`src/rtl/sync_serial_frame_transceiver_top_defines.svh`:
```
// Assertion macros shared by the serial frame transceiver modules.
`ifndef SYNC_SERIAL_FRAME_TRANSCEIVER_TOP_DEFINES_SVH
`define SYNC_SERIAL_FRAME_TRANSCEIVER_TOP_DEFINES_SVH

// The consequent must hold in the same cycle as the antecedent.
`define SSFT_ASSERT_IMP(name, ante, cons, msg) \
   name: assert property (@(posedge clock) disable iff (reset) (ante) |-> (cons)) \
      else $error(msg);

// The consequent must hold in the cycle after the antecedent.
`define SSFT_ASSERT_NEXT(name, ante, cons, msg) \
   name: assert property (@(posedge clock) disable iff (reset) (ante) |=> (cons)) \
      else $error(msg);

`endif

```
`src/rtl/ssft_pkg.sv`:
```
// Types and constants shared by the serial frame transceiver modules.
`default_nettype none

package ssft_pkg;

   // Defaults for the top-level parameters.
   localparam int DATA_BITS_DEF   = 8;
   localparam int QUEUE_DEPTH_DEF = 2;

   // Field widths.
   localparam int CSR_INDEX_W = 3;
   localparam int CSR_DATA_W  = 16;

   // Register reset values.
   localparam logic [15:0] START_WAIT_RESET = 16'd1000;

   // Parity mode codes; any other code means no parity.
   localparam logic [1:0] PARITY_EVEN = 2'd1;
   localparam logic [1:0] PARITY_ODD  = 2'd2;

   typedef enum logic [CSR_INDEX_W-1:0] {
      CSR_ENABLED     = 3'd0,
      CSR_PARITY_MODE = 3'd1,
      CSR_TWO_STOP    = 3'd2,
      CSR_HALF_PERIOD = 3'd3,
      CSR_START_WAIT  = 3'd4
   } csr_index_type;

   typedef enum logic [1:0] {
      REQ_NONE  = 2'd0,
      REQ_SEND  = 2'd1,
      REQ_RECV  = 2'd2,
      REQ_PULSE = 2'd3
   } req_kind_type;

   // Request classes produced by the front end.
   typedef enum logic [2:0] {
      CMD_NONE,
      CMD_REJECT,
      CMD_SEND,
      CMD_RECV,
      CMD_RECV_EMPTY,
      CMD_PULSE,
      CMD_PULSE_EMPTY
   } cmd_kind_type;

   typedef enum logic [1:0] {
      MODE_IDLE,
      MODE_TX,
      MODE_RX,
      MODE_PULSE
   } mode_type;

   typedef enum logic [2:0] {
      PH_START,
      PH_DATA,
      PH_PARITY,
      PH_STOP1,
      PH_STOP2
   } phase_type;

   typedef enum logic [2:0] {
      STATUS_OK         = 3'd0,
      STATUS_REJECTED   = 3'd1,
      STATUS_TIMEOUT    = 3'd2,
      STATUS_PARITY_ERR = 3'd3,
      STATUS_STOP1_ERR  = 3'd4,
      STATUS_STOP2_ERR  = 3'd5
   } status_type;

   typedef struct packed {
      logic        enabled;
      logic [1:0]  parity_mode;
      logic        two_stop_bits;
      logic [15:0] start_wait_limit;
   } cfg_type;

   typedef struct packed {
      cmd_kind_type kind;
      logic [7:0]   tx_byte;
      logic [15:0]  count;
      logic         pulse_level;
      logic         rxd_sample;
   } cmd_type;

   typedef struct packed {
      logic       txd_level;
      logic       xck_pulse;
      logic       busy_res;
      logic [7:0] rx_byte;
      logic       rx_valid;
      logic       done_res;
      status_type status;
   } rsp_type;

endpackage

`default_nettype wire

```
`src/rtl/ssft_queue.sv`:
```
// Small register-based first-in first-out queue used between the pipeline parts.
`default_nettype none

`include "sync_serial_frame_transceiver_top_defines.svh"

module ssft_queue import ssft_pkg::*; #(
   parameter int WIDTH = 8,
   parameter int DEPTH = QUEUE_DEPTH_DEF
) (
   input  wire logic             clock,
   input  wire logic             reset,
   input  wire logic             wr_en,
   input  wire logic [WIDTH-1:0] wr_data,
   output logic                  full,
   input  wire logic             rd_en,
   output logic      [WIDTH-1:0] rd_data,
   output logic                  empty
);

   localparam int PTR_W = (DEPTH > 1) ? $clog2(DEPTH) : 1;
   localparam int CNT_W = $clog2(DEPTH + 1);
   localparam logic [PTR_W-1:0] LAST_PTR = PTR_W'(DEPTH - 1);
   localparam logic [CNT_W-1:0] FULL_CNT = CNT_W'(DEPTH);

   logic [WIDTH-1:0] slot_ff [DEPTH];
   logic [PTR_W-1:0] wr_ptr_ff, wr_ptr_in;
   logic [PTR_W-1:0] rd_ptr_ff, rd_ptr_in;
   logic [CNT_W-1:0] count_ff, count_in;

   assign full    = (count_ff == FULL_CNT);
   assign empty   = (count_ff == '0);
   assign rd_data = slot_ff[rd_ptr_ff];

   // Pointer wrap and occupancy.
   always_comb begin
      wr_ptr_in = wr_ptr_ff;
      rd_ptr_in = rd_ptr_ff;
      count_in  = count_ff;
      if (wr_en) begin
         wr_ptr_in = (wr_ptr_ff == LAST_PTR) ? '0 : wr_ptr_ff + 1'b1;
      end
      if (rd_en) begin
         rd_ptr_in = (rd_ptr_ff == LAST_PTR) ? '0 : rd_ptr_ff + 1'b1;
      end
      if (wr_en && !rd_en) begin
         count_in = count_ff + 1'b1;
      end else if (!wr_en && rd_en) begin
         count_in = count_ff - 1'b1;
      end
   end

   always_ff @(posedge clock) begin
      if (reset) begin
         wr_ptr_ff <= '0;
         rd_ptr_ff <= '0;
         count_ff  <= '0;
      end else begin
         wr_ptr_ff <= wr_ptr_in;
         rd_ptr_ff <= rd_ptr_in;
         count_ff  <= count_in;
      end
   end

   // Storage slots hold payload only.
   always_ff @(posedge clock) begin
      if (wr_en) begin
         slot_ff[wr_ptr_ff] <= wr_data;
      end
   end

   `SSFT_ASSERT_IMP(a_no_write_when_full, wr_en, !full, "queue written while full")
   `SSFT_ASSERT_IMP(a_no_read_when_empty, rd_en, !empty, "queue read while empty")
   `SSFT_ASSERT_NEXT(a_write_fills, wr_en && !rd_en, !empty, "queue empty after a write")

endmodule

`default_nettype wire

```
`src/rtl/ssft_front.sv`:
```
// Front end: accepts request items and classifies them for the bit engine.
`default_nettype none

module ssft_front import ssft_pkg::*; (
   input  wire logic        push,
   input  wire logic [1:0]  req_type,
   input  wire logic [7:0]  req_tx_byte,
   input  wire logic [15:0] req_count,
   input  wire logic        req_pulse_level,
   input  wire logic        req_slave_selected,
   input  wire logic        req_rxd_sample,
   input  wire logic        enabled,
   input  wire logic        queue_full,
   output logic             cmd_push,
   output cmd_type          cmd
);

   logic count_zero;

   assign count_zero = (req_count == '0);
   assign cmd_push   = push && !queue_full;

   // A request is classified once; whether it starts is decided by the engine.
   always_comb begin
      cmd.tx_byte     = req_tx_byte;
      cmd.count       = req_count;
      cmd.pulse_level = req_pulse_level;
      cmd.rxd_sample  = req_rxd_sample;
      cmd.kind        = CMD_NONE;
      if (req_kind_type'(req_type) != REQ_NONE && (!enabled || !req_slave_selected)) begin
         cmd.kind = CMD_REJECT;
      end else begin
         case (req_kind_type'(req_type))
            REQ_SEND:  cmd.kind = CMD_SEND;
            REQ_RECV:  cmd.kind = count_zero ? CMD_RECV_EMPTY : CMD_RECV;
            REQ_PULSE: cmd.kind = count_zero ? CMD_PULSE_EMPTY : CMD_PULSE;
            default:   cmd.kind = CMD_NONE;
         endcase
      end
   end

endmodule

`default_nettype wire

```
`src/rtl/ssft_back.sv`:
```
// Back end: bit engine that runs one bit period for every classified item.
`default_nettype none

`include "sync_serial_frame_transceiver_top_defines.svh"

module ssft_back import ssft_pkg::*; #(
   parameter int DATA_BITS = DATA_BITS_DEF
) (
   input  wire logic    clock,
   input  wire logic    reset,
   input  wire cfg_type cfg,
   input  wire cmd_type cmd,
   input  wire logic    cmd_valid,
   input  wire logic    rsp_ready,
   output logic         fire,
   output rsp_type      rsp
);

   localparam int BIDX_W  = $clog2(DATA_BITS + 1);
   localparam int SHIFT_W = (DATA_BITS > 8) ? DATA_BITS : 8;
   localparam logic [BIDX_W-1:0] LAST_BIT = BIDX_W'(DATA_BITS);

   mode_type           op_mode_ff, mode_in;
   phase_type          phase_ff, phase_in;
   logic [BIDX_W-1:0]  bidx_ff, bidx_in;
   logic [SHIFT_W-1:0] shift_ff, shift_in;
   logic               par_ff, par_in;
   logic [15:0]        wait_ff, wait_in;
   logic [15:0]        rem_ff, rem_in;
   logic               txd_ff, txd_in;

   mode_type           eff_mode;
   phase_type          eff_phase;
   logic [SHIFT_W-1:0] eff_shift;
   logic [15:0]        eff_rem;
   logic [15:0]        eff_wait;
   logic               eff_txd;
   logic [SHIFT_W-1:0] shift_v;
   logic [BIDX_W-1:0]  bidx_nxt;
   logic [16:0]        wait_inc;
   logic [15:0]        rem_dec;
   logic               tx_bit;
   logic               parity_on;
   logic               parity_odd;

   assign fire       = cmd_valid && rsp_ready;
   assign parity_on  = (cfg.parity_mode == PARITY_EVEN) || (cfg.parity_mode == PARITY_ODD);
   assign parity_odd = (cfg.parity_mode == PARITY_ODD);

   // Next state and result of one bit period.
   always_comb begin
      eff_mode  = op_mode_ff;
      eff_phase = phase_ff;
      eff_shift = shift_ff;
      eff_rem   = rem_ff;
      eff_wait  = wait_ff;
      eff_txd   = txd_ff;

      rsp.txd_level = txd_ff;
      rsp.xck_pulse = 1'b0;
      rsp.busy_res  = 1'b0;
      rsp.rx_byte   = '0;
      rsp.rx_valid  = 1'b0;
      rsp.done_res  = 1'b0;
      rsp.status    = STATUS_OK;

      // A new request is taken only while idle and runs its first period at once.
      if (op_mode_ff == MODE_IDLE) begin
         case (cmd.kind)
            CMD_REJECT: begin
               rsp.done_res = 1'b1;
               rsp.status   = STATUS_REJECTED;
            end
            CMD_SEND: begin
               eff_mode  = MODE_TX;
               eff_phase = PH_START;
               eff_shift = SHIFT_W'(cmd.tx_byte);
            end
            CMD_RECV: begin
               eff_mode  = MODE_RX;
               eff_phase = PH_START;
               eff_rem   = cmd.count;
               eff_wait  = '0;
            end
            CMD_RECV_EMPTY: begin
               rsp.done_res = 1'b1;
            end
            CMD_PULSE: begin
               eff_mode = MODE_PULSE;
               eff_rem  = cmd.count;
               eff_txd  = cmd.pulse_level;
            end
            CMD_PULSE_EMPTY: begin
               eff_txd       = cmd.pulse_level;
               rsp.txd_level = cmd.pulse_level;
               rsp.done_res  = 1'b1;
            end
            default: begin
            end
         endcase
      end

      mode_in  = eff_mode;
      phase_in = eff_phase;
      bidx_in  = bidx_ff;
      shift_in = eff_shift;
      par_in   = par_ff;
      wait_in  = eff_wait;
      rem_in   = eff_rem;
      txd_in   = eff_txd;

      shift_v  = eff_shift;
      bidx_nxt = bidx_ff + 1'b1;
      wait_inc = {1'b0, eff_wait} + 17'd1;
      rem_dec  = eff_rem - 16'd1;
      tx_bit   = 1'b1;

      case (eff_mode)
         // Transmit: start, data LSB first, optional parity, one or two stops.
         MODE_TX: begin
            case (eff_phase)
               PH_START: begin
                  tx_bit   = 1'b0;
                  phase_in = PH_DATA;
                  bidx_in  = '0;
                  par_in   = 1'b0;
               end
               PH_DATA: begin
                  tx_bit   = eff_shift[0];
                  shift_in = eff_shift >> 1;
                  par_in   = par_ff ^ eff_shift[0];
                  bidx_in  = bidx_nxt;
                  if (bidx_nxt >= LAST_BIT) begin
                     phase_in = parity_on ? PH_PARITY : PH_STOP1;
                  end
               end
               PH_PARITY: begin
                  tx_bit   = par_ff ^ parity_odd;
                  phase_in = PH_STOP1;
               end
               PH_STOP1: begin
                  if (cfg.two_stop_bits) begin
                     phase_in = PH_STOP2;
                  end else begin
                     mode_in      = MODE_IDLE;
                     phase_in     = PH_START;
                     rsp.done_res = 1'b1;
                  end
               end
               default: begin
                  mode_in      = MODE_IDLE;
                  phase_in     = PH_START;
                  rsp.done_res = 1'b1;
               end
            endcase
            txd_in        = tx_bit;
            rsp.txd_level = tx_bit;
            rsp.xck_pulse = 1'b1;
         end

         // Receive: hunt for the start bit, then sample and check the frame.
         MODE_RX: begin
            rsp.xck_pulse = 1'b1;
            case (eff_phase)
               PH_START: begin
                  if (!cmd.rxd_sample) begin
                     phase_in = PH_DATA;
                     bidx_in  = '0;
                     shift_in = '0;
                     par_in   = 1'b0;
                  end else begin
                     wait_in = wait_inc[15:0];
                     if (wait_inc >= {1'b0, cfg.start_wait_limit}) begin
                        mode_in      = MODE_IDLE;
                        phase_in     = PH_START;
                        rsp.done_res = 1'b1;
                        rsp.status   = STATUS_TIMEOUT;
                     end
                  end
               end
               PH_DATA: begin
                  shift_v  = (eff_shift >> 1)
                           | (SHIFT_W'(cmd.rxd_sample) << (DATA_BITS - 1));
                  shift_in = shift_v;
                  par_in   = par_ff ^ cmd.rxd_sample;
                  bidx_in  = bidx_nxt;
                  if (bidx_nxt >= LAST_BIT) begin
                     rsp.rx_valid = 1'b1;
                     rsp.rx_byte  = shift_v[7:0];
                     phase_in     = parity_on ? PH_PARITY : PH_STOP1;
                  end
               end
               PH_PARITY: begin
                  if (cmd.rxd_sample != (par_ff ^ parity_odd)) begin
                     mode_in      = MODE_IDLE;
                     phase_in     = PH_START;
                     rsp.done_res = 1'b1;
                     rsp.status   = STATUS_PARITY_ERR;
                  end else begin
                     phase_in = PH_STOP1;
                  end
               end
               PH_STOP1: begin
                  if (!cmd.rxd_sample) begin
                     mode_in      = MODE_IDLE;
                     phase_in     = PH_START;
                     rsp.done_res = 1'b1;
                     rsp.status   = STATUS_STOP1_ERR;
                  end else if (cfg.two_stop_bits) begin
                     phase_in = PH_STOP2;
                  end else begin
                     rem_in = rem_dec;
                     if (rem_dec == '0) begin
                        mode_in      = MODE_IDLE;
                        phase_in     = PH_START;
                        rsp.done_res = 1'b1;
                     end else begin
                        phase_in = PH_START;
                        wait_in  = '0;
                     end
                  end
               end
               default: begin
                  if (!cmd.rxd_sample) begin
                     mode_in      = MODE_IDLE;
                     phase_in     = PH_START;
                     rsp.done_res = 1'b1;
                     rsp.status   = STATUS_STOP2_ERR;
                  end else begin
                     rem_in = rem_dec;
                     if (rem_dec == '0) begin
                        mode_in      = MODE_IDLE;
                        phase_in     = PH_START;
                        rsp.done_res = 1'b1;
                     end else begin
                        phase_in = PH_START;
                        wait_in  = '0;
                     end
                  end
               end
            endcase
         end

         // Pulse train at a held TXD level.
         MODE_PULSE: begin
            rsp.txd_level = eff_txd;
            rsp.xck_pulse = 1'b1;
            rem_in        = rem_dec;
            if (rem_dec == '0) begin
               mode_in      = MODE_IDLE;
               phase_in     = PH_START;
               rsp.done_res = 1'b1;
            end
         end

         default: begin
         end
      endcase

      rsp.busy_res = (mode_in != MODE_IDLE);
   end

   // Operating mode register.
   always_ff @(posedge clock) begin
      if (reset) begin
         op_mode_ff <= MODE_IDLE;
      end else if (fire) begin
         op_mode_ff <= mode_in;
      end
   end

   // Frame progress registers.
   always_ff @(posedge clock) begin
      if (reset) begin
         phase_ff <= PH_START;
         bidx_ff  <= '0;
         shift_ff <= '0;
         par_ff   <= 1'b0;
         wait_ff  <= '0;
         rem_ff   <= '0;
         txd_ff   <= 1'b0;
      end else if (fire) begin
         phase_ff <= phase_in;
         bidx_ff  <= bidx_in;
         shift_ff <= shift_in;
         par_ff   <= par_in;
         wait_ff  <= wait_in;
         rem_ff   <= rem_in;
         txd_ff   <= txd_in;
      end
   end

   `SSFT_ASSERT_IMP(a_error_ends_request, fire && rsp.status != STATUS_OK, rsp.done_res && !rsp.busy_res, "error status without end of request")
   `SSFT_ASSERT_IMP(a_byte_only_in_rx, fire && rsp.rx_valid, op_mode_ff == MODE_RX && phase_ff == PH_DATA, "received byte outside a data phase")

endmodule

`default_nettype wire

```
`src/rtl/sync_serial_frame_transceiver_top.sv`:
```
// Throughput: one item per cycle while no queue is full; each item is one bit period.
// An accepted item waits in the request queue; the engine then writes its result into the
// result queue, whose head drives the rsp_ ports and can be popped from there.
// The bit engine runs one period per cycle while the request queue holds an item and the result queue
// has room; either queue filling up stalls its side. Reset is synchronous and active high: queues empty,
// engine idle, TXD low, registers back to disabled, no parity, one stop bit and a start wait of 1000.
`default_nettype none

module sync_serial_frame_transceiver_top import ssft_pkg::*; #(
   parameter int DATA_BITS   = DATA_BITS_DEF,
   parameter int QUEUE_DEPTH = QUEUE_DEPTH_DEF
) (
   input  wire logic                   clock,
   input  wire logic                   reset,
   // Request side.
   input  wire logic                   push,
   output logic                        full,
   input  wire logic [1:0]             req_type,
   input  wire logic [7:0]             req_tx_byte,
   input  wire logic [15:0]            req_count,
   input  wire logic                   req_pulse_level,
   input  wire logic                   req_slave_selected,
   input  wire logic                   req_rxd_sample,
   // Result side.
   output logic                        empty,
   input  wire logic                   pop,
   output logic                        rsp_txd_level,
   output logic                        rsp_xck_pulse,
   output logic                        rsp_busy_res,
   output logic [7:0]                  rsp_rx_byte,
   output logic                        rsp_rx_valid,
   output logic                        rsp_done_res,
   output logic [2:0]                  rsp_status,
   // Register write port.
   input  wire logic                   csr_wr_en,
   input  wire logic [CSR_INDEX_W-1:0] csr_index,
   input  wire logic [CSR_DATA_W-1:0]  csr_wdata
);

   localparam int CMD_W = $bits(cmd_type);
   localparam int RSP_W = $bits(rsp_type);

   cfg_type cfg_ff;
   cmd_type front_cmd;
   cmd_type head_cmd;
   rsp_type engine_rsp;
   rsp_type out_rsp;
   logic    cmd_push;
   logic    cmd_empty;
   logic    rsp_full;
   logic    fire;

   // Register writes; the XCK phase length has no effect at item level.
   always_ff @(posedge clock) begin
      if (reset) begin
         cfg_ff.enabled          <= 1'b0;
         cfg_ff.parity_mode      <= '0;
         cfg_ff.two_stop_bits    <= 1'b0;
         cfg_ff.start_wait_limit <= START_WAIT_RESET;
      end else if (csr_wr_en) begin
         case (csr_index_type'(csr_index))
            CSR_ENABLED:     cfg_ff.enabled          <= csr_wdata[0];
            CSR_PARITY_MODE: cfg_ff.parity_mode      <= csr_wdata[1:0];
            CSR_TWO_STOP:    cfg_ff.two_stop_bits    <= csr_wdata[0];
            CSR_START_WAIT:  cfg_ff.start_wait_limit <= csr_wdata[15:0];
            default: begin
            end
         endcase
      end
   end

   ssft_front u_front (
      .push               (push),
      .req_type           (req_type),
      .req_tx_byte        (req_tx_byte),
      .req_count          (req_count),
      .req_pulse_level    (req_pulse_level),
      .req_slave_selected (req_slave_selected),
      .req_rxd_sample     (req_rxd_sample),
      .enabled            (cfg_ff.enabled),
      .queue_full         (full),
      .cmd_push           (cmd_push),
      .cmd                (front_cmd)
   );

   // Request queue between the front end and the bit engine.
   ssft_queue #(
      .WIDTH (CMD_W),
      .DEPTH (QUEUE_DEPTH)
   ) u_cmd_queue (
      .clock   (clock),
      .reset   (reset),
      .wr_en   (cmd_push),
      .wr_data (front_cmd),
      .full    (full),
      .rd_en   (fire),
      .rd_data (head_cmd),
      .empty   (cmd_empty)
   );

   ssft_back #(
      .DATA_BITS (DATA_BITS)
   ) u_back (
      .clock     (clock),
      .reset     (reset),
      .cfg       (cfg_ff),
      .cmd       (head_cmd),
      .cmd_valid (!cmd_empty),
      .rsp_ready (!rsp_full),
      .fire      (fire),
      .rsp       (engine_rsp)
   );

   // Result queue towards the consumer.
   ssft_queue #(
      .WIDTH (RSP_W),
      .DEPTH (QUEUE_DEPTH)
   ) u_rsp_queue (
      .clock   (clock),
      .reset   (reset),
      .wr_en   (fire),
      .wr_data (engine_rsp),
      .full    (rsp_full),
      .rd_en   (pop && !empty),
      .rd_data (out_rsp),
      .empty   (empty)
   );

   assign rsp_txd_level = out_rsp.txd_level;
   assign rsp_xck_pulse = out_rsp.xck_pulse;
   assign rsp_busy_res  = out_rsp.busy_res;
   assign rsp_rx_byte   = out_rsp.rx_byte;
   assign rsp_rx_valid  = out_rsp.rx_valid;
   assign rsp_done_res  = out_rsp.done_res;
   assign rsp_status    = out_rsp.status;

endmodule

`default_nettype wire

```
`config.mk`:
```
export PLATFORM = sky130hd
export DESIGN_NAME = sync_serial_frame_transceiver_top
export DESIGN_NICKNAME = d
export VERILOG_FILES = /design/src/rtl/ssft_pkg.sv /design/src/rtl/ssft_queue.sv /design/src/rtl/ssft_front.sv /design/src/rtl/ssft_back.sv /design/src/rtl/sync_serial_frame_transceiver_top.sv
export VERILOG_INCLUDE_DIRS = /design/src /design/src/rtl
export SDC_FILE = /design/constraint.sdc
export NUM_CORES = 1
export LEC_CHECK = 0
export BUFFER_PORTS_ARGS = -buffer_cell sky130_fd_sc_hd__buf_2
export CORE_ASPECT_RATIO = 1.4
export CORE_MARGIN = 4
export CORE_UTILIZATION = 33
export DETAILED_ROUTE_END_ITERATION = 8
export PLACE_DENSITY_LB_ADDON = 0.25
export SLEW_MARGIN = 20
export SYNTH_ARGS = -nofsm -noshare
export SYNTH_HDL_FRONTEND = slang
export SYNTH_HIERARCHICAL = 1
export SYNTH_SLANG_ARGS = --single-unit
```
`constraint.sdc`:
```
create_clock -name clock -period 6.9 [get_ports clock]
set_input_delay 0 -clock clock [delete_from_list [all_inputs] [get_ports clock]]
set_output_delay 0 -clock clock [all_outputs]
set_load 0.05 [all_outputs]
```
==> impl_metrics.env, run 1 <==
export IMPL_outcome="complete, no violations"
export IMPL_actual_slew_at_the_worst_max_slew_pin_ns=1.03
export IMPL_clock_tree_htree_level_count=4
export IMPL_critical_path_top_delay_family="simple AND/OR/NAND/NOR gates"
export IMPL_slew_headroom_pct=30.8
export IMPL_core_rowCount=77
export IMPL_antenna_violations_before_repair=0
export IMPL_grt_overflow_total=0
export IMPL_grtUsageTotal_pct=16.3
export IMPL_r2r_setup_slack_ns=1.32
export IMPL_rsz0062_at_grt="no"
export IMPL_async_flop_share_pct=0
export IMPL_design_final_nets=1282
export IMPL_hpwl_mm=20.7
export IMPL_synth_warning_count=6
export IMPL_period_minus_slack_ns=5.58
export IMPL_grt_start_max_net_pins=50
export IMPL_setup_worst_path_start_class="flip-flop"
export IMPL_power_frac_clock_pct=17.5
export IMPL_tritoncts_clock_tree="built"
export IMPL_mappedNetlistNets=1215
export IMPL_clock_sinks=171
export IMPL_drive_gt1_share_pct=17.0
export IMPL_floorplan_initialDensity_pct=33.6
export IMPL_via_count_of_the_first_global_routing_pass=8657
export IMPL_cts_reportedPaths_clkPinSlew_ns=0.07
export IMPL_worstHoldPathCells=3
export IMPL_postLayoutSetupSlackWorst_ns=1.32
export IMPL_synth_edf_count=90
export IMPL_insertedDiodeCount=0
export IMPL_fmax_mhz=179
export IMPL_firstDrtPassIters=6
export IMPL_post_dp_cell_area_sq_um=11000
export IMPL_finalWirelength_mm=28.8
export IMPL_portBuffers=70
export IMPL_flip_flop_and_latch_count_after_synthesis=171
export IMPL_postCtsSetupBuffers=0
export IMPL_crit_required_ns=7.20
export IMPL_vias=8770
export IMPL_die_height_um=221
export IMPL_synth_lib_cells_used_distinct=99
export IMPL_fp_coreArea_sq_um=31800
export IMPL_iteration_0_drc_count_of_the_detailed_router=605
export IMPL_fin_crit_sh_pct=80.9
export IMPL_critical_path_slowest_cell="sky130_fd_sc_hd__o31ai_1"
export IMPL_net_switching_power_mw=2.63
export IMPL_worstPathCellList="mux2_2, or3b_1, nor2_2, mux2i_1, ha_1, nor4b_1, nand4_1, a222oi_1, o31ai_2, nand4_4, nand2_1, o31ai_1, nor3_1"
export IMPL_mappedNetlistArea_sq_um=10700
export IMPL_p_int_mw=2.91
export IMPL_cts_resized=0
export IMPL_dp_worst_setup_slack_ns=1.49
export IMPL_final_gp_congestion=0.887
export IMPL_first_pass_grt_wire_length_mm=46.1
export IMPL_reg2reg_to="u_back/wait_ff[1]$_SDFFE_PP0P_"
export IMPL_worst_r2r_cell_count=13
export IMPL_power_switching_fraction_pct=47.4
export IMPL_fin_total_pwr_mw=5.54
export IMPL_fin_tns_setup_ns=0
export IMPL_cts_inserted_buffers=17
export IMPL_pin_count=71
export IMPL_cts_buffer_depth=2
export IMPL_power_static_leakage_nw=4.44
export IMPL_drc_errors=0
export IMPL_synthesis_instances=1134
export IMPL_final_design_area_no_fill_sq_um=12100
export IMPL_hp_start="csr_index[0]"
export IMPL_setup_viol_count_final=0
export IMPL_critical_path_arrival_ns=5.88
export IMPL_skew_ns=0.0114
export IMPL_die_w_um=160
export IMPL_root_buffer="sky130_fd_sc_hd__clkbuf_16"
export IMPL_route_antenna_remaining_nets=0
export IMPL_critPathKind="reg -> reg"
export IMPL_detail_route_wl_per_cell_um=17.9
export IMPL_hold_path_end="cfg_ff[18]$_SDFFE_PP0P_"
export IMPL_clock_insertion_delay_worst_skew_ns=0.45
export IMPL_avgSynthCellArea_sq_um=9.41
export IMPL_slowest_delay_ns=0.81
export IMPL_power_combinational_fraction_pct=55.6
export IMPL_fp_dieArea_sq_um=35300
export IMPL_path_buf_inv=0
export IMPL_setup_worst_path_end_class="flip-flop"
export IMPL_hold_class="in -> reg"
export IMPL_sequential_area_share_after_synthesis_pct=40.5
export IMPL_syn2layout_area_growth_pct=13.3
export IMPL_maxSlewViolCount=0
export IMPL_sequentialPowerShare_pct=27.0
export IMPL_dominantRegCellSynth="sky130_fd_sc_hd__edfxtp_1"
export IMPL_timing_final_hold_violations=0
export IMPL_vdd_drop_max_uv=192
export IMPL_worst_path_max_fanout=15
export IMPL_p_per_area_nw_per_um2=458
export IMPL_vias_per_cell=5.45
export IMPL_fillers=3259
export IMPL_timing_max_cap_violations=0
[per-layer routing]
metal	vias to the layer above	share of wire [%]	global-route usage, %
li1	4257	-	-
met1	4211	42	19.2
met2	245	51	29.3
met3	57	3.1	2.20
met4	0	3.5	7.72
met5	-	0	0
[how the worst max path moves through the flow]
stage | cells past startpoint | startpoint | endpoint | slack, ns
after floorplan | 19 | flip-flop | u_rsp_queue/slot_ff[0][13]$_DFFE_PP_ | 1.60
after global placement | 13 | flip-flop | u_back/wait_ff[11]$_SDFFE_PP0P_ | 1.65
final | 13 | flip-flop | u_back/wait_ff[1]$_SDFFE_PP0P_ | 1.32
after CTS | 13 | flip-flop | u_back/wait_ff[1]$_SDFFE_PP0P_ | 1.47
after global routing | 13 | flip-flop | u_back/wait_ff[11]$_SDFFE_PP0P_ | 0.85
after detailed placement | 13 | flip-flop | u_back/wait_ff[1]$_SDFFE_PP0P_ | 1.49
[cells by family (layout without fill, tap and decap cells)]
kind of cell,count (synthesis),in the layout,share of synthesized area [%]
fa+ha+maj,28,28,3.28
buf+inv,131,211,7.29
flops,171,171,40.5
xor+xnor,47,47,3.86
simple gates,403,403,19.3
mux,94,94,9.39
compound gates,260,260,16.4
[cell type report]
class / count / area, sq um / share of cell area, %
Multi-Input combinational cell: 832 / 5580 / 46.1
Clock inverter: 14 / 149 / 1.23
Inverter: 45 / 169 / 1.40
Timing Repair Buffer: 134 / 951 / 7.86
Tap cell: 395 / 494 / 4.09
Clock buffer: 18 / 429 / 3.55
Sequential cell: 171 / 4320 / 35.8
[cell usage after synthesis, types with 23 or more instances]
cell type	n	area, sq um
sky130_fd_sc_hd__nor2_1	139	522
sky130_fd_sc_hd__edfxtp_1	90	2700
sky130_fd_sc_hd__dfxtp_1	81	1620
sky130_fd_sc_hd__nand2_1	76	285
sky130_fd_sc_hd__a21oi_1	69	345
sky130_fd_sc_hd__o21ai_0	59	295
sky130_fd_sc_hd__mux2_2	49	552
sky130_fd_sc_hd__inv_1	45	169
sky130_fd_sc_hd__mux2i_1	45	450
sky130_fd_sc_hd__nor3_1	33	165
sky130_fd_sc_hd__clkbuf_1	32	120
sky130_fd_sc_hd__nand3_1	29	145
sky130_fd_sc_hd__buf_4	28	210
sky130_fd_sc_hd__ha_1	28	350
sky130_fd_sc_hd__nand2b_1	28	175
sky130_fd_sc_hd__xnor2_1	24	210
sky130_fd_sc_hd__xor2_1	23	201
[timing repair]
| action | 4_1_cts | 5_1_grt |
|---|---|---|
| hold buffers | 48 | 0 |
| endpoints found under the setup margin | 0 | 0 |
| hold endpoints to repair | 76 | 0 |
[power groups by stage]
stage          registers [mW]  clock network, mW  logic (mW)
6_report                 1.49              0.967        3.08
5_1_grt                  1.52               1.03        3.35
4_1_cts                  1.49              0.997        3.06
3_5_place_dp             1.51                  0        3.02
3_3_place_gp             1.51                  0        3.01
2_1_floorplan            1.43                  0        2.40
[worst register-to-register path, cell delays in order, from the launching register on]
cell	delay, ns
sky130_fd_sc_hd__dfxtp_1	0.34
sky130_fd_sc_hd__mux2_2	0.36
sky130_fd_sc_hd__or3b_1	0.51
sky130_fd_sc_hd__nor2_2	0.35
sky130_fd_sc_hd__mux2i_1	0.40
sky130_fd_sc_hd__ha_1	0.52
sky130_fd_sc_hd__nor4b_1	0.40
sky130_fd_sc_hd__nand4_1	0.32
sky130_fd_sc_hd__a222oi_1	0.67
sky130_fd_sc_hd__o31ai_2	0.15
sky130_fd_sc_hd__nand4_4	0.28
sky130_fd_sc_hd__nand2_1	0.18
sky130_fd_sc_hd__o31ai_1	0.81
sky130_fd_sc_hd__nor3_1	0.13
[flip-flops by register name, indices dropped and copies added (netlist names), named ones only]
| signal | cells |
|---|---|
| cfg_ff | 20 |
| u_back/bidx_ff | 4 |
| u_back/op_mode_ff | 2 |
| u_back/par_ff | 1 |
| u_back/phase_ff | 3 |
| u_back/rem_ff | 16 |
| u_back/shift_ff | 8 |
| u_back/txd_ff | 1 |
| u_back/wait_ff | 16 |
| u_cmd_queue/count_ff | 2 |
| u_cmd_queue/rd_ptr_ff | 1 |
| u_cmd_queue/slot_ff | 58 |
| u_cmd_queue/wr_ptr_ff | 1 |
| u_rsp_queue/count_ff | 2 |
| u_rsp_queue/rd_ptr_ff | 1 |
| u_rsp_queue/slot_ff | 32 |
| u_rsp_queue/wr_ptr_ff | 1 |
[metrics by stage]
step | hold WS, ns | cells | util [%]
finish | 0.00631 | 1609 | 38.0
global placement | 0.190 | 1529 | 34.7
floorplan | 0.0691 | 1134 | -
global route | 0.0283 | 1609 | 38.0
CTS | 0.00176 | 1609 | 38.0
detailed placement | 0.194 | 1529 | 34.7
[layout by cell type, fill, tap and decap left out, types with 5 or more instances in the layout]
master	n
sky130_fd_sc_hd__dfxtp_1	81
sky130_fd_sc_hd__mux2_2	49
sky130_fd_sc_hd__buf_2	70
sky130_fd_sc_hd__nor4_1	9
sky130_fd_sc_hd__a21o_1	8
sky130_fd_sc_hd__nor2_1	139
sky130_fd_sc_hd__clkbuf_16	17
sky130_fd_sc_hd__inv_1	45
sky130_fd_sc_hd__a221oi_1	10
sky130_fd_sc_hd__and3_1	8
sky130_fd_sc_hd__xor2_1	23
sky130_fd_sc_hd__ha_1	28
sky130_fd_sc_hd__edfxtp_1	90
sky130_fd_sc_hd__a21oi_1	69
sky130_fd_sc_hd__mux2i_1	45
sky130_fd_sc_hd__inv_6	6
sky130_fd_sc_hd__o21ai_0	59
sky130_fd_sc_hd__nand4_1	12
sky130_fd_sc_hd__nand2b_1	28
sky130_fd_sc_hd__a31oi_1	11
sky130_fd_sc_hd__nor2b_1	7
sky130_fd_sc_hd__o221ai_1	7
sky130_fd_sc_hd__nor3_1	33
sky130_fd_sc_hd__and2_1	8
sky130_fd_sc_hd__nand2_1	76
sky130_fd_sc_hd__dlygate4sd3_1	48
sky130_fd_sc_hd__a211oi_1	9
sky130_fd_sc_hd__xnor2_1	24
sky130_fd_sc_hd__or3_1	6
sky130_fd_sc_hd__o211ai_1	9
sky130_fd_sc_hd__a22oi_1	6
sky130_fd_sc_hd__buf_4	16
sky130_fd_sc_hd__nand3_1	29
sky130_fd_sc_hd__o21a_1	6
sky130_fd_sc_hd__o31ai_1	5
sky130_fd_sc_hd__o22ai_1	6
Note: power is estimated with default switching activity, not from simulation.
==> run 2, diff against run 1 <==
- clock period: 6.9 -> 4.7 ns (I/O delays scaled with it)
==> impl_metrics.env, run 2 (same netlist as run 1, synthesis figures left out) <==
export IMPL_cts_buffer_depth=2
export IMPL_clock_tree_htree_level_count=4
export IMPL_finalWirelength_mm=29.4
export IMPL_crit_required_ns=4.98
export IMPL_design_final_nets=1312
export IMPL_worstHoldPathCells=2
export IMPL_fp_dieArea_sq_um=35300
export IMPL_maxSlewViolCount=0
export IMPL_number_of_flip_flops_in_the_largest_register=58
export IMPL_syn2layout_area_growth_pct=16.3
export IMPL_fmax_mhz=223
export IMPL_max_flop_register="u_cmd_queue/slot_ff"
export IMPL_setup_worst_path_end_class="flip-flop"
export IMPL_die_w_um=160
export IMPL_worst_r2r_cell_count=19
export IMPL_grtUsageTotal_pct=16.7
export IMPL_iteration_0_drc_count_of_the_detailed_router=559
export IMPL_hold_class="in -> reg"
export IMPL_most_frequent_standard_cell_in_the_layout_excluding_fill_and_tap_cells="sky130_fd_sc_hd__nor2_1"
export IMPL_timing_final_hold_violations=0
export IMPL_cts_reportedPaths_clkPinSlew_ns=0.07
export IMPL_die_height_um=221
export IMPL_setup_worst_path_start_class="flip-flop"
export IMPL_clock_sinks=171
export IMPL_cts_inserted_buffers=17
export IMPL_antenna_violations_before_repair=0
export IMPL_actual_slew_at_the_worst_max_slew_pin_ns=1.00
export IMPL_rsz0062_at_grt="no"
export IMPL_vias_per_cell=5.41
export IMPL_floorplan_initialDensity_pct=33.6
export IMPL_power_static_leakage_nw=4.61
export IMPL_slew_headroom_pct=33.3
export IMPL_pin_count=71
export IMPL_period_minus_slack_ns=4.48
export IMPL_grt_overflow_total=0
export IMPL_timing_max_cap_violations=0
export IMPL_vias=8861
export IMPL_fp_coreArea_sq_um=31800
export IMPL_drive_gt1_share_pct=19.3
export IMPL_route_antenna_remaining_nets=0
export IMPL_biggestRegsByFlops="u_cmd_queue/slot_ff x58, u_rsp_queue/slot_ff x32, cfg_ff x20"
export IMPL_root_buffer="sky130_fd_sc_hd__clkbuf_16"
export IMPL_critical_path_slowest_cell="sky130_fd_sc_hd__dfxtp_1"
export IMPL_final_gp_congestion=0.902
export IMPL_hpwl_mm=21.3
export IMPL_layout_cells_most_common_list="138 x sky130_fd_sc_hd__nor2_1, 90 x sky130_fd_sc_hd__edfxtp_1, 81 x sky130_fd_sc_hd__dfxtp_1"
export IMPL_skew_ns=0.0181
export IMPL_vdd_drop_max_uv=305
export IMPL_insertedDiodeCount=0
export IMPL_fin_total_pwr_mw=8.38
export IMPL_via_count_of_the_first_global_routing_pass=8996
export IMPL_outcome="complete, no violations"
export IMPL_fin_tns_setup_ns=0
export IMPL_grt_start_max_net_pins=48
export IMPL_tritoncts_clock_tree="built"
export IMPL_drc_errors=0
export IMPL_p_per_area_nw_per_um2=675
export IMPL_holdWs_ns=0.0244
export IMPL_critPathKind="reg -> reg"
export IMPL_setup_viol_count_final=0
export IMPL_worstPathCellList="mux2_2, and2b_2, nand2_2, nand2_1, inv_1, ha_1, and3_1, and3_2, nand4_1, xor2_1, nor2_2, ha_1, a2111oi_2, o221ai_1, o211a_1, or3_1, nand3_1, a21oi_2, a21oi_1"
export IMPL_detail_route_wl_per_cell_um=17.9
export IMPL_firstDrtPassIters=5
export IMPL_worst_path_max_fanout=6
export IMPL_portBuffers=70
export IMPL_fillers=3224
export IMPL_first_pass_grt_wire_length_mm=47.3
export IMPL_core_rowCount=77
export IMPL_clock_insertion_delay_worst_skew_ns=0.45
export IMPL_fin_crit_sh_pct=95.3
export IMPL_critical_path_arrival_ns=4.76
export IMPL_slowest_delay_ns=0.40
export IMPL_critical_path_most_common_cell="sky130_fd_sc_hd__ha_1"
run 2: report_power, final:
part | total, mW | switching, mW | internal (mW)
registers | 2.19 | 0.251 | 1.94
logic | 4.76 | 3.00 | 1.76
clock network | 1.43 | 0.672 | 0.760
run 2: path summary, 6_finish.rpt:
check	start	to	slack (ns)
max	flip-flop	u_rsp_queue/slot_ff[0][13]$_DFFE_PP_	0.22
min	req_type[0]	u_cmd_queue/slot_ff[0][28]$_DFFE_PP_	0.02
max reg2reg	flip-flop	u_rsp_queue/slot_ff[0][13]$_DFFE_PP_	0.22
min reg2reg	cfg_ff[14]$_SDFFE_PP0P_	cfg_ff[14]$_SDFFE_PP0P_	0.47
run 2: layer usage:
layer	GRT usage (%)	part of all wire [%]
met5	0	0
met3	2.42	4.1
met1	19.0	41
met2	30.2	51
met4	8.81	4.0
run 2: repair_timing:
item | CTS | global route
setup endpoints to repair | 0 | 24
hold endpoints to repair | 77 | 0
hold buffers | 54 | 0
buffers inserted | 0 | 2
resized for setup | 0 | 11
run 2: cell type report:
cell class              count  area [sq um]  share of cell area (%)
clock inverters            15           176                    1.42
flip-flops and latches    171          4320                    34.8
multi-input cells         832          5620                    45.3
clock buffers              17           425                    3.43
repair buffers            164          1200                    9.70
inverters                  45           169                    1.36
well taps                 395           494                    3.98
run 2: critical path: cells and delay by family (launching register included):
family	cells	cell delay, ns
flops	1	0.40
xor+xnor	1	0.18
mux	1	0.38
fa+ha+maj	2	0.51
buf+inv	1	0.08
simple gates	9	1.72
compound gates	5	1.03
run 2: per-stage QoR:
step | cells | cell area [sq um] | setup slack, ns | utilization, %
after floorplan | 1134 | 10700 | 0.0149 | -
after global placement | 1551 | 11200 | 0.222 | 35.3
after detailed placement | 1551 | 11200 | 0.0618 | 35.3
after CTS | 1637 | 12400 | 0.0504 | 38.9
after global routing | 1639 | 12400 | 0.0146 | 39.0
final | 1639 | 12400 | 0.220 | 39.0
